===== src/hdl/ltp_pkg.sv =====
`timescale 1ns / 1ps

package ltp_pkg;

  // Width of one signed light channel at the input.
  localparam int LIGHT_WIDTH = 16;
  // A clamped channel is never negative, so the sign bit drops away.
  localparam int CH_W = LIGHT_WIDTH - 1;
  localparam int BYTE_W = 8;
  localparam int BYTE_MAX = 255;
  // Remainder width of the rescale divider: channel times 255.
  localparam int REM_W = CH_W + BYTE_W;
  localparam int NUM_CH = 3;

  localparam int MODE_W = 2;
  localparam logic [MODE_W-1:0] MODE_NORMAL = 2'd0;
  localparam logic [MODE_W-1:0] MODE_LUMA = 2'd1;
  localparam logic [MODE_W-1:0] MODE_FAKED = 2'd2;
  localparam logic [MODE_W-1:0] MODE_INV_ALPHA = 2'd3;

  typedef struct packed {
    logic signed [LIGHT_WIDTH-1:0] light_red;
    logic signed [LIGHT_WIDTH-1:0] light_green;
    logic signed [LIGHT_WIDTH-1:0] light_blue;
  } light_in_t;

  typedef struct packed {
    logic [BYTE_W-1:0] out_red;
    logic [BYTE_W-1:0] out_green;
    logic [BYTE_W-1:0] out_blue;
    logic [BYTE_W-1:0] out_alpha;
  } texel_out_t;

  // One texel moving between pipeline sections, with its valid bit.
  typedef struct packed {
    logic              valid;
    logic [BYTE_W-1:0] red;
    logic [BYTE_W-1:0] green;
    logic [BYTE_W-1:0] blue;
    logic [BYTE_W-1:0] alpha;
  } texel_pipe_t;

endpackage


===== src/hdl/ltp_scale.sv =====
`timescale 1ns / 1ps

module ltp_scale (
  input  logic                clk,
  input  logic                rst,
  input  logic                in_valid,
  input  ltp_pkg::light_in_t  light,
  output ltp_pkg::texel_pipe_t scaled
);
  import ltp_pkg::*;

  // One stage for clamp and maximum, then one stage per quotient bit.
  localparam int STAGES = BYTE_W + 1;

  logic [STAGES-1:0] valid;
  logic [STAGES-1:0] scale;
  logic [CH_W-1:0]   divisor [STAGES];
  logic [BYTE_W-1:0] alpha [STAGES];
  logic [REM_W-1:0]  rem [STAGES][NUM_CH];
  logic [BYTE_W-1:0] quot [STAGES][NUM_CH];

  logic [REM_W-1:0]  rem_next [BYTE_W][NUM_CH];
  logic [BYTE_W-1:0] quot_next [BYTE_W][NUM_CH];

  logic [CH_W-1:0] chan [NUM_CH];
  logic [CH_W-1:0] mx_in;
  logic            scale_in;

  function automatic logic [CH_W-1:0] clamp(input logic signed [LIGHT_WIDTH-1:0] v);
    logic [CH_W-1:0] res;
    res = v[LIGHT_WIDTH-1] ? '0 : v[CH_W-1:0];
    return res;
  endfunction

  always_comb begin
    chan[0] = clamp(light.light_red);
    chan[1] = clamp(light.light_green);
    chan[2] = clamp(light.light_blue);
    mx_in = (chan[0] > chan[1]) ? chan[0] : chan[1];
    if (chan[2] > mx_in) begin
      mx_in = chan[2];
    end
    scale_in = mx_in > CH_W'(BYTE_MAX);
  end

  // Restoring division of channel*255 by the maximum, one quotient bit per stage.
  // The quotient never exceeds 255 because no channel exceeds the maximum.
  always_comb begin
    logic [REM_W-1:0] trial;
    for (int k = 0; k < BYTE_W; k++) begin
      for (int c = 0; c < NUM_CH; c++) begin
        trial = REM_W'(divisor[k]) << (BYTE_W - 1 - k);
        rem_next[k][c] = rem[k][c];
        quot_next[k][c] = quot[k][c];
        if (scale[k] && (rem[k][c] >= trial)) begin
          rem_next[k][c] = rem[k][c] - trial;
          quot_next[k][c][BYTE_W-1-k] = 1'b1;
        end
      end
    end
  end

  always_ff @(posedge clk) begin
    if (rst) begin
      valid <= '0;
    end else begin
      valid <= {valid[STAGES-2:0], in_valid};
    end
  end

  always_ff @(posedge clk) begin
    scale[0]   <= scale_in;
    divisor[0] <= mx_in;
    alpha[0]   <= scale_in ? BYTE_W'(BYTE_MAX) : mx_in[BYTE_W-1:0];
    for (int c = 0; c < NUM_CH; c++) begin
      rem[0][c]  <= scale_in ? ((REM_W'(chan[c]) << BYTE_W) - REM_W'(chan[c])) : '0;
      quot[0][c] <= scale_in ? '0 : chan[c][BYTE_W-1:0];
    end
    for (int k = 1; k < STAGES; k++) begin
      scale[k]   <= scale[k-1];
      divisor[k] <= divisor[k-1];
      alpha[k]   <= alpha[k-1];
      for (int c = 0; c < NUM_CH; c++) begin
        rem[k][c]  <= rem_next[k-1][c];
        quot[k][c] <= quot_next[k-1][c];
      end
    end
  end

  assign scaled.valid = valid[STAGES-1];
  assign scaled.red   = quot[STAGES-1][0];
  assign scaled.green = quot[STAGES-1][1];
  assign scaled.blue  = quot[STAGES-1][2];
  assign scaled.alpha = alpha[STAGES-1];

endmodule


===== src/hdl/ltp_pack.sv =====
`timescale 1ns / 1ps

module ltp_pack (
  input  logic                        clk,
  input  logic                        rst,
  input  logic [ltp_pkg::MODE_W-1:0]  mono_mode,
  input  ltp_pkg::texel_pipe_t        scaled,
  output ltp_pkg::texel_pipe_t        packed_texel
);
  import ltp_pkg::*;

  // floor(x/3) as (x*683) >> 11, exact for sums up to 765.
  localparam int SUM_W = 10;
  localparam int RECIP3 = 683;
  localparam int RECIP3_SHIFT = 11;
  localparam int AVG_PROD_W = SUM_W + 10;
  localparam int PROD_W = 2 * BYTE_W;

  texel_pipe_t          s1;
  logic [AVG_PROD_W-1:0] avg_prod;
  texel_pipe_t          s2;
  logic [BYTE_W-1:0]    fade;
  logic [PROD_W-1:0]    prod [NUM_CH];

  logic [SUM_W-1:0]     sum;
  logic [BYTE_W-1:0]    fade_next;
  texel_pipe_t          out_next;

  // floor(x/255) for any 16-bit x up to 65279, which covers every 8-bit by 8-bit product.
  function automatic logic [BYTE_W-1:0] div255(input logic [PROD_W-1:0] x);
    logic [PROD_W:0] t;
    t = {1'b0, x} + {1'b0, (x >> BYTE_W)} + (PROD_W+1)'(1);
    return t[PROD_W-1:BYTE_W];
  endfunction

  assign sum = SUM_W'(scaled.red) + SUM_W'(scaled.green) + SUM_W'(scaled.blue);
  assign fade_next = BYTE_W'(BYTE_MAX) - BYTE_W'(avg_prod >> RECIP3_SHIFT);

  always_comb begin
    out_next.valid = s2.valid;
    unique case (mono_mode)
      MODE_NORMAL: begin
        out_next.red   = s2.red;
        out_next.green = s2.green;
        out_next.blue  = s2.blue;
        out_next.alpha = s2.alpha;
      end
      MODE_LUMA: begin
        out_next.red   = s2.alpha;
        out_next.green = '0;
        out_next.blue  = '0;
        out_next.alpha = s2.alpha;
      end
      MODE_FAKED: begin
        out_next.red   = div255(prod[0]);
        out_next.green = div255(prod[1]);
        out_next.blue  = div255(prod[2]);
        out_next.alpha = fade;
      end
      default: begin
        out_next.red   = '0;
        out_next.green = '0;
        out_next.blue  = '0;
        out_next.alpha = BYTE_W'(BYTE_MAX) - s2.alpha;
      end
    endcase
  end

  always_ff @(posedge clk) begin
    if (rst) begin
      s1.valid           <= 1'b0;
      s2.valid           <= 1'b0;
      packed_texel.valid <= 1'b0;
    end else begin
      s1.valid           <= scaled.valid;
      s2.valid           <= s1.valid;
      packed_texel.valid <= out_next.valid;
    end

    s1.red   <= scaled.red;
    s1.green <= scaled.green;
    s1.blue  <= scaled.blue;
    s1.alpha <= scaled.alpha;
    avg_prod <= AVG_PROD_W'(sum) * AVG_PROD_W'(RECIP3);

    s2.red   <= s1.red;
    s2.green <= s1.green;
    s2.blue  <= s1.blue;
    s2.alpha <= s1.alpha;
    fade     <= fade_next;
    prod[0]  <= PROD_W'(s1.red) * PROD_W'(fade_next);
    prod[1]  <= PROD_W'(s1.green) * PROD_W'(fade_next);
    prod[2]  <= PROD_W'(s1.blue) * PROD_W'(fade_next);

    packed_texel.red   <= out_next.red;
    packed_texel.green <= out_next.green;
    packed_texel.blue  <= out_next.blue;
    packed_texel.alpha <= out_next.alpha;
  end

endmodule


===== src/hdl/lightmap_texel_pack.sv =====
// Lightmap texel packer: turns one accumulated light texel (three signed
// channels) into one RGBA byte texel.
//
// Input channel: an item is transferred at a rising clock edge where start
// is high and busy is low. busy is held low, so a texel may be presented
// in every cycle and the block sustains one texel per clock.
// Result channel: done pulses for exactly one cycle with the packed texel
// on texel. The receiver cannot hold results off, and none is needed: the
// pipeline never stalls and every result leaves in input order.
// Pipeline: one stage for clamp and maximum,
// eight stages that each produce one quotient bit of channel*255/max, then
// three stages for the average, the fade multiply and the final packing.
// Configuration: mode_we writes mode_wdata into the packing mode register
// (normal, luminance, faked color, inverted alpha). Write it only while no
// texel is in flight.
// Reset (rst, synchronous, active high) empties the pipeline, so no done
// pulse follows it, and sets the mode to normal.
`timescale 1ns / 1ps

module lightmap_texel_pack (
  input  logic                       clk,
  input  logic                       rst,
  input  logic                       start,
  output logic                       busy,
  input  ltp_pkg::light_in_t         light,
  input  logic                       mode_we,
  input  logic [ltp_pkg::MODE_W-1:0] mode_wdata,
  output logic                       done,
  output ltp_pkg::texel_out_t        texel
);
  import ltp_pkg::*;

  logic [MODE_W-1:0] mono_mode;
  logic              accept;
  texel_pipe_t       scaled;
  texel_pipe_t       packed_texel;

  // The pipeline advances every cycle, so input is always welcome.
  assign busy   = 1'b0;
  assign accept = start & ~busy;

  always_ff @(posedge clk) begin
    if (rst) begin
      mono_mode <= MODE_NORMAL;
    end else if (mode_we) begin
      mono_mode <= mode_wdata;
    end
  end

  // Clamp, find the brightest channel and rescale to 255 when it overflows.
  ltp_scale u_scale (
    .clk      (clk),
    .rst      (rst),
    .in_valid (accept),
    .light    (light),
    .scaled   (scaled)
  );

  // Apply the selected packing mode.
  ltp_pack u_pack (
    .clk          (clk),
    .rst          (rst),
    .mono_mode    (mono_mode),
    .scaled       (scaled),
    .packed_texel (packed_texel)
  );

  assign done            = packed_texel.valid;
  assign texel.out_red   = packed_texel.red;
  assign texel.out_green = packed_texel.green;
  assign texel.out_blue  = packed_texel.blue;
  assign texel.out_alpha = packed_texel.alpha;

endmodule

===== config.mk =====
export PLATFORM = sky130hd
export DESIGN_NAME = lightmap_texel_pack
export DESIGN_NICKNAME = d
export VERILOG_FILES = /design/src/hdl/ltp_pkg.sv /design/src/hdl/ltp_scale.sv /design/src/hdl/ltp_pack.sv /design/src/hdl/lightmap_texel_pack.sv
export SDC_FILE = /design/constraint.sdc
export NUM_CORES = 2
export LEC_CHECK = 0
export ABC_AREA = 1
export BUFFER_PORTS_ARGS = -buffer_cell sky130_fd_sc_hd__buf_2
export CAP_MARGIN = 0
export CORE_ASPECT_RATIO = 0.9
export CORE_MARGIN = 1.5
export CORE_UTILIZATION = 29
export CTS_CLUSTER_DIAMETER = 30
export CTS_CLUSTER_SIZE = 10
export DETAILED_ROUTE_END_ITERATION = 8
export PLACE_DENSITY = 0.44
export RECOVER_POWER = 100
export SYNTH_ARGS = -nofsm -noshare
export SYNTH_HDL_FRONTEND = slang
export SYNTH_SLANG_ARGS = --single-unit

===== constraint.sdc =====
create_clock -name clk -period 14.5 [get_ports clk]
set_input_delay 1.45 -clock clk [delete_from_list [all_inputs] [get_ports clk]]
set_output_delay 1.45 -clock clk [all_outputs]
set_load 0.05 [all_outputs]

-- Word level (Yosys, flattened, before mapping)
Memory sizes are Yosys's and may differ from the RTL's. A register that Yosys moved wholly into a read port is not among the register bits.
Cells that the tools add are included.
- $lt $le $gt $ge: 27
- equality and inequality tests: 2
- $add $sub $neg: 37
- reductions and logical operators: 25
- muxes and demuxes: 61
- multiply operators: 4
- operator list (kind ; number):
    two-way mux 23 bit ; 27
    subtractor 23 x 15 -> 23 bit ; 6
    case mux 32 bit (3 select lines) ; 1
    two-way mux 15 bit ; 5
    >= comparator 23 x 15 -> 1 bit ; 3
    >= comparator 23 x 16 -> 1 bit ; 3
    >= comparator 23 x 17 -> 1 bit ; 3
    >= comparator 23 x 18 -> 1 bit ; 3
    >= comparator 23 x 19 -> 1 bit ; 3
    >= comparator 23 x 20 -> 1 bit ; 3
    >= comparator 23 x 21 -> 1 bit ; 3
    >= comparator 23 x 22 -> 1 bit ; 3
    subtractor 23 x 16 -> 23 bit ; 3
    subtractor 23 x 17 -> 23 bit ; 3
    subtractor 23 x 18 -> 23 bit ; 3
    subtractor 23 x 19 -> 23 bit ; 3
    subtractor 23 x 20 -> 23 bit ; 3
    subtractor 23 x 21 -> 23 bit ; 3
    subtractor 23 x 22 -> 23 bit ; 3
    adder 16 x 1 -> 16 bit, second input constant ; 3
    adder 16 x 8 -> 16 bit ; 3
    multiplier 8 x 8 -> 16 bit ; 3
    two-way mux 8 bit ; 4
    greater-than comparator 15 bit ; 2
    10 further kinds ; 57
- flip-flop bits (word level): 137
- memory bits (writable): 1092
- memories: 5
- word-level logic and storage cells: 180
- bits of input ports: 54
- memory list (name ; depth ; bits a word ; read ports ; clocked after memory_dff ; write ports ; RTL line ; RTL):
    u_scale.rem ; 9 ; 69 ; 8 ; 0 ; 9 ; ltp_scale.sv:19 ; logic [REM_W-1:0] rem [STAGES][NUM_CH];
    u_scale.quot ; 9 ; 24 ; 9 ; 0 ; 9 ; ltp_scale.sv:20 ; logic [BYTE_W-1:0] quot [STAGES][NUM_CH];
    u_scale.divisor ; 9 ; 15 ; 8 ; 0 ; 9 ; ltp_scale.sv:17 ; logic [CH_W-1:0] divisor [STAGES];
    u_scale.alpha ; 9 ; 8 ; 9 ; 1 ; 9 ; ltp_scale.sv:18 ; logic [BYTE_W-1:0] alpha [STAGES];
    u_pack.prod ; 3 ; 16 ; 3 ; 0 ; 3 ; ltp_pack.sv:23 ; logic [PROD_W-1:0] prod [NUM_CH];

-- Longest topological paths before layout
- word-level depth: 7
- depth in mapped cells: 33
- depth with buffers taken out: 32

-- By module
A second synthesis with hierarchy kept.
- cells, all modules: 7289
- area total of the unflattened synthesis: 59248.1 sq um
- modules (own cells, without submodules) (module ; cells each ; area an instance (sq um) ; instances):
    ltp_scale ; 5529 ; 45249.6 ; 1
    ltp_pack ; 1745 ; 13905.8 ; 1
    lightmap_texel_pack ; 15 ; 92.6 ; 1

-- Worst setup path after synthesis
No wires, ideal clock.
- kind: register to register
- start: memory u_scale.quot[8][8] (netlist name)
- end: register u_pack.avg_prod[18]
- stages on the path, launching flop included: 30
- period minus slack after synthesis: 5.496 ns
- data arrival time: 5.384 ns
- setup slack: 9.004 ns
- required time: 14.388 ns
- buffers on the path: 0
- cells stage by stage: dfxtp_1 > ha_1 > fa_1 > inv_1 > fa_1 > o31ai_1 > a21o_1 > a21oi_1 > inv_1 > nand2_1 > nand2_1 > inv_1 > ha_1 > ha_1 > ha_1 > fa_1 > inv_1 > fa_1 > inv_1 > ha_1 > nand2_1 > o21ai_0 > a21oi_1 > o21ai_0 > a21o_1 > nand2_1 > nand2_1 > inv_1 > nand2_1 > nand2_1
- RTL lines (element ; RTL line ; RTL):
    start, declared ; ltp_scale.sv:20 ;
    end signal, assigned ; ltp_pack.sv:84 ; avg_prod <= AVG_PROD_W'(sum) * AVG_PROD_W'(RECIP3);
    end, declared ; ltp_pack.sv:20 ; logic [AVG_PROD_W-1:0] avg_prod;

==> flow_summary.json <==
{
  "start_util": 0.293,
  "async_flop_share": 0,
  "cts_buffers": 283,
  "required_ns": 15.09,
  "final_cell_count_no_fill": 10500,
  "final_max_slew_viol_count": 78,
  "synth_xor_area_frac": 0.0628,
  "dieArea_sq_um": 209000,
  "post-route-drc-count": 0,
  "clk_pin_slew_ns": 0.05,
  "grtUsageTotal": 0.178,
  "place_inst": 10000,
  "final_common_cell": "nand2_1",
  "port-buffer-count": 86,
  "gp_congestion": 0.896,
  "io_pins": 88,
  "yosys.area_share.simple": 0.188,
  "cts_buffer_depth": 4,
  "rsz0062_at_grt": "no",
  "cts_tree": "yes",
  "synth_top_family_by_area": "simple AND/OR/NAND/NOR gates",
  "drt_wl_total_mm": 187,
  "finalSetupViolCount": 0,
  "mostFrequentLayoutCells": "1594 x nand2_1, 1142 x dfxtp_1, 878 x inv_1",
  "grt_pass1_wl_mm": 286,
  "grt_pass1_vias": 48800,
  "htree_levels": 5,
  "insertion_delay_ns": 0.89,
  "drv_cap": 1,
  "synthAdderAreaFrac": 0.178,
  "multi_input_area_sq_um": 33000,
  "cts.sink_count": 1142,
  "hpwl_mm": 154,
  "vias": 48300,
  "num_rows": 157,
  "dr.pass1.iters": 6,
  "worst_setup_path_end_kind": "flip-flop",
  "grt_max_degree": 79,
  "outcome": "finished with violations",
  "finalCritPeriodShare": 0.619,
  "min_period_ns": 8.97,
  "clock.fmax_mhz": 111,
  "layout.nets": 8444,
  "synthMuxAreaShare": 0,
  "antenna_found_initial": 8,
  "synth_area_sq_um": 59800,
  "tightest_slew_ns": 4.06,
  "die_y_um": 434,
  "syn_avg_cell_area_sq_um": 8.13,
  "synth_edf_count": 0,
  "post_cts_buffers": 0,
  "ys_types": 61,
  "synth_compound_area_frac": 0.124,
  "seq_area_frac_synth": 0.382,
  "ys_seq_elements": 1142,
  "fin_skew_ns": 0.0593,
  "gr-total-overflow": 0,
  "syn_inst": 7361,
  "holdBufCountCts": 0,
  "area_growth_pct": 21.5,
  "max_slew_margin": -1.71,
  "crit_fanout": 77,
  "coreArea_sq_um": 204000,
  "violations": "capacitance limit, slew limit",
  "yosysWarningCount": 0,
  "worstSetupPathType": "in2reg",
  "viasPerCell": 4.59,
  "seq_area_sq_um": 22900,
  "hp-class": "reg2reg",
  "cts_root_buffer": "clkbuf_16",
  "die_w_um": 482,
  "drtAntennaViolNets": 0,
  "cts-resized-gates": 0,
  "startpoint_type": "input port",
  "syn_nets": 8180,
  "fillers": 21200,
  "drt_iter0_drc": 2559,
  "crit_arrival_ns": 9.56,
  "finalSetupTns_ns": 0,
  "avgRoutedWirePerCell_um": 17.7,
  "final_layout_size_suffix_gt1_frac": 0.0782,
  "hold_viol_final": 0,
  "synthFlopType": "dfxtp_1"
}
==> critical path: stages <==
cell and delay (ns):
buf_2 0.10, inv_1 0.27, nand2_1 0.44, ha_1 0.36, nand2_1 0.07, nand2_1 0.04, nand2_1 0.05, nand2_1 0.05
a21oi_1 0.22, nand2_4 0.11, nand2_1 0.60, nand2_1 0.14, and2_0 0.19, ha_1 0.30, nand2_1 0.05, nor2_1 0.12
nor3b_1 0.28, nand2_1 0.09, nand2_1 0.06, nand2_1 0.24, inv_1 0.60, nand2_1 0.10, nand2_1 0.13, nand2_1 0.13
nor2_8 0.10, clkbuf_1 2.85, a21oi_1 0.39
==> synthesized netlist by cell type, drive strengths merged, types with 21 or more instances <==
| library cell | count | area (sq um) |
|---|---|---|
| nand2 | 1602 | 6060 |
| dfxtp | 1142 | 22900 |
| inv | 880 | 3300 |
| ha | 617 | 7720 |
| o21ai | 609 | 3070 |
| nor2 | 544 | 2140 |
| a21oi | 498 | 2570 |
| xor2 | 243 | 2130 |
| nand3 | 239 | 1240 |
| xnor2 | 186 | 1630 |
| fa | 148 | 2960 |
| nand4 | 90 | 578 |
| clkbuf | 83 | 312 |
| a21o | 71 | 533 |
| nor3 | 71 | 360 |
| nor4 | 48 | 300 |
| buf | 38 | 267 |
| o21bai | 38 | 285 |
| or2 | 31 | 194 |
| a31oi | 30 | 188 |
| a21boi | 25 | 188 |
| nand3b | 21 | 158 |
==> sequential cells by signal, summed over array words and instances (netlist names), 9 cells and up <==
name and count:
u_pack.packed_texel 33, u_scale.alpha 72, u_pack.prod 48, u_scale.quot 216
u_scale.rem 552, u_scale.valid 9, u_scale.divisor 120, u_pack.s2 32
u_pack.s1 33
==> cell families (layout without fill, tap and decap cells) <==
family,Yosys count,in the layout
DFF,1142,1142
adders and majority gates,765,765
AOI/OAI and AO/OA,1340,1340
xor gates and xnor gates,429,429
and+or+nand+nor,2675,2675
other,1,3
buffers and inverters,1009,1475
==> final timing paths <==
| kind | slack, ns | start | cells after the start | end |
|---|---|---|---|---|
| min reg2reg | 0.29 | u_scale.quot[5][16] | 0 | u_scale.quot[6][16] |
| max reg2reg | 8.41 | u_scale.quot[8][8] | 30 | u_pack.avg_prod[17] |
| min | 0.29 | u_scale.quot[5][16] | 0 | u_scale.quot[6][16] |
| max | 5.53 | light[31] | 27 | u_scale.rem[0][54] |
==> metal layers <==
layer  routed length (um)  track usage  vias to the layer above
li1                     -            -                    24800
met1                90600        0.241                    22300
met2                83200        0.283                      962
met3                 6180       0.0249                      346
met4                 6850       0.0726                        0
met5                    0            0                        -
==> cell type report <==
cell class	count	area share
diodes	2	0.0000688
clock inverters	146	0.0260
inverters	888	0.0458
flip-flops and latches	1142	0.314
repair buffers	100	0.00621
well taps	2703	0.0465
multi-input cells	5210	0.454
clock buffers	341	0.107
==> stage by stage <==
| step | setup WS, ns | instance area (sq um) | hold slack [ns] | utilization |
|---|---|---|---|---|
| after floorplan | 9.00 | 59800 | 0.310 | - |
| after global placement | 7.38 | 63200 | 0.310 | 0.309 |
| after detailed placement | 7.38 | 63200 | 0.312 | 0.309 |
| after CTS | 8.30 | 72800 | 0.292 | 0.357 |
| after global routing | 4.71 | 72700 | 0.295 | 0.356 |
| final | 5.53 | 72700 | 0.294 | 0.356 |
Power is not shown: default switching activity piles up to over one toggle a cycle in this logic, so the estimate is an artifact.
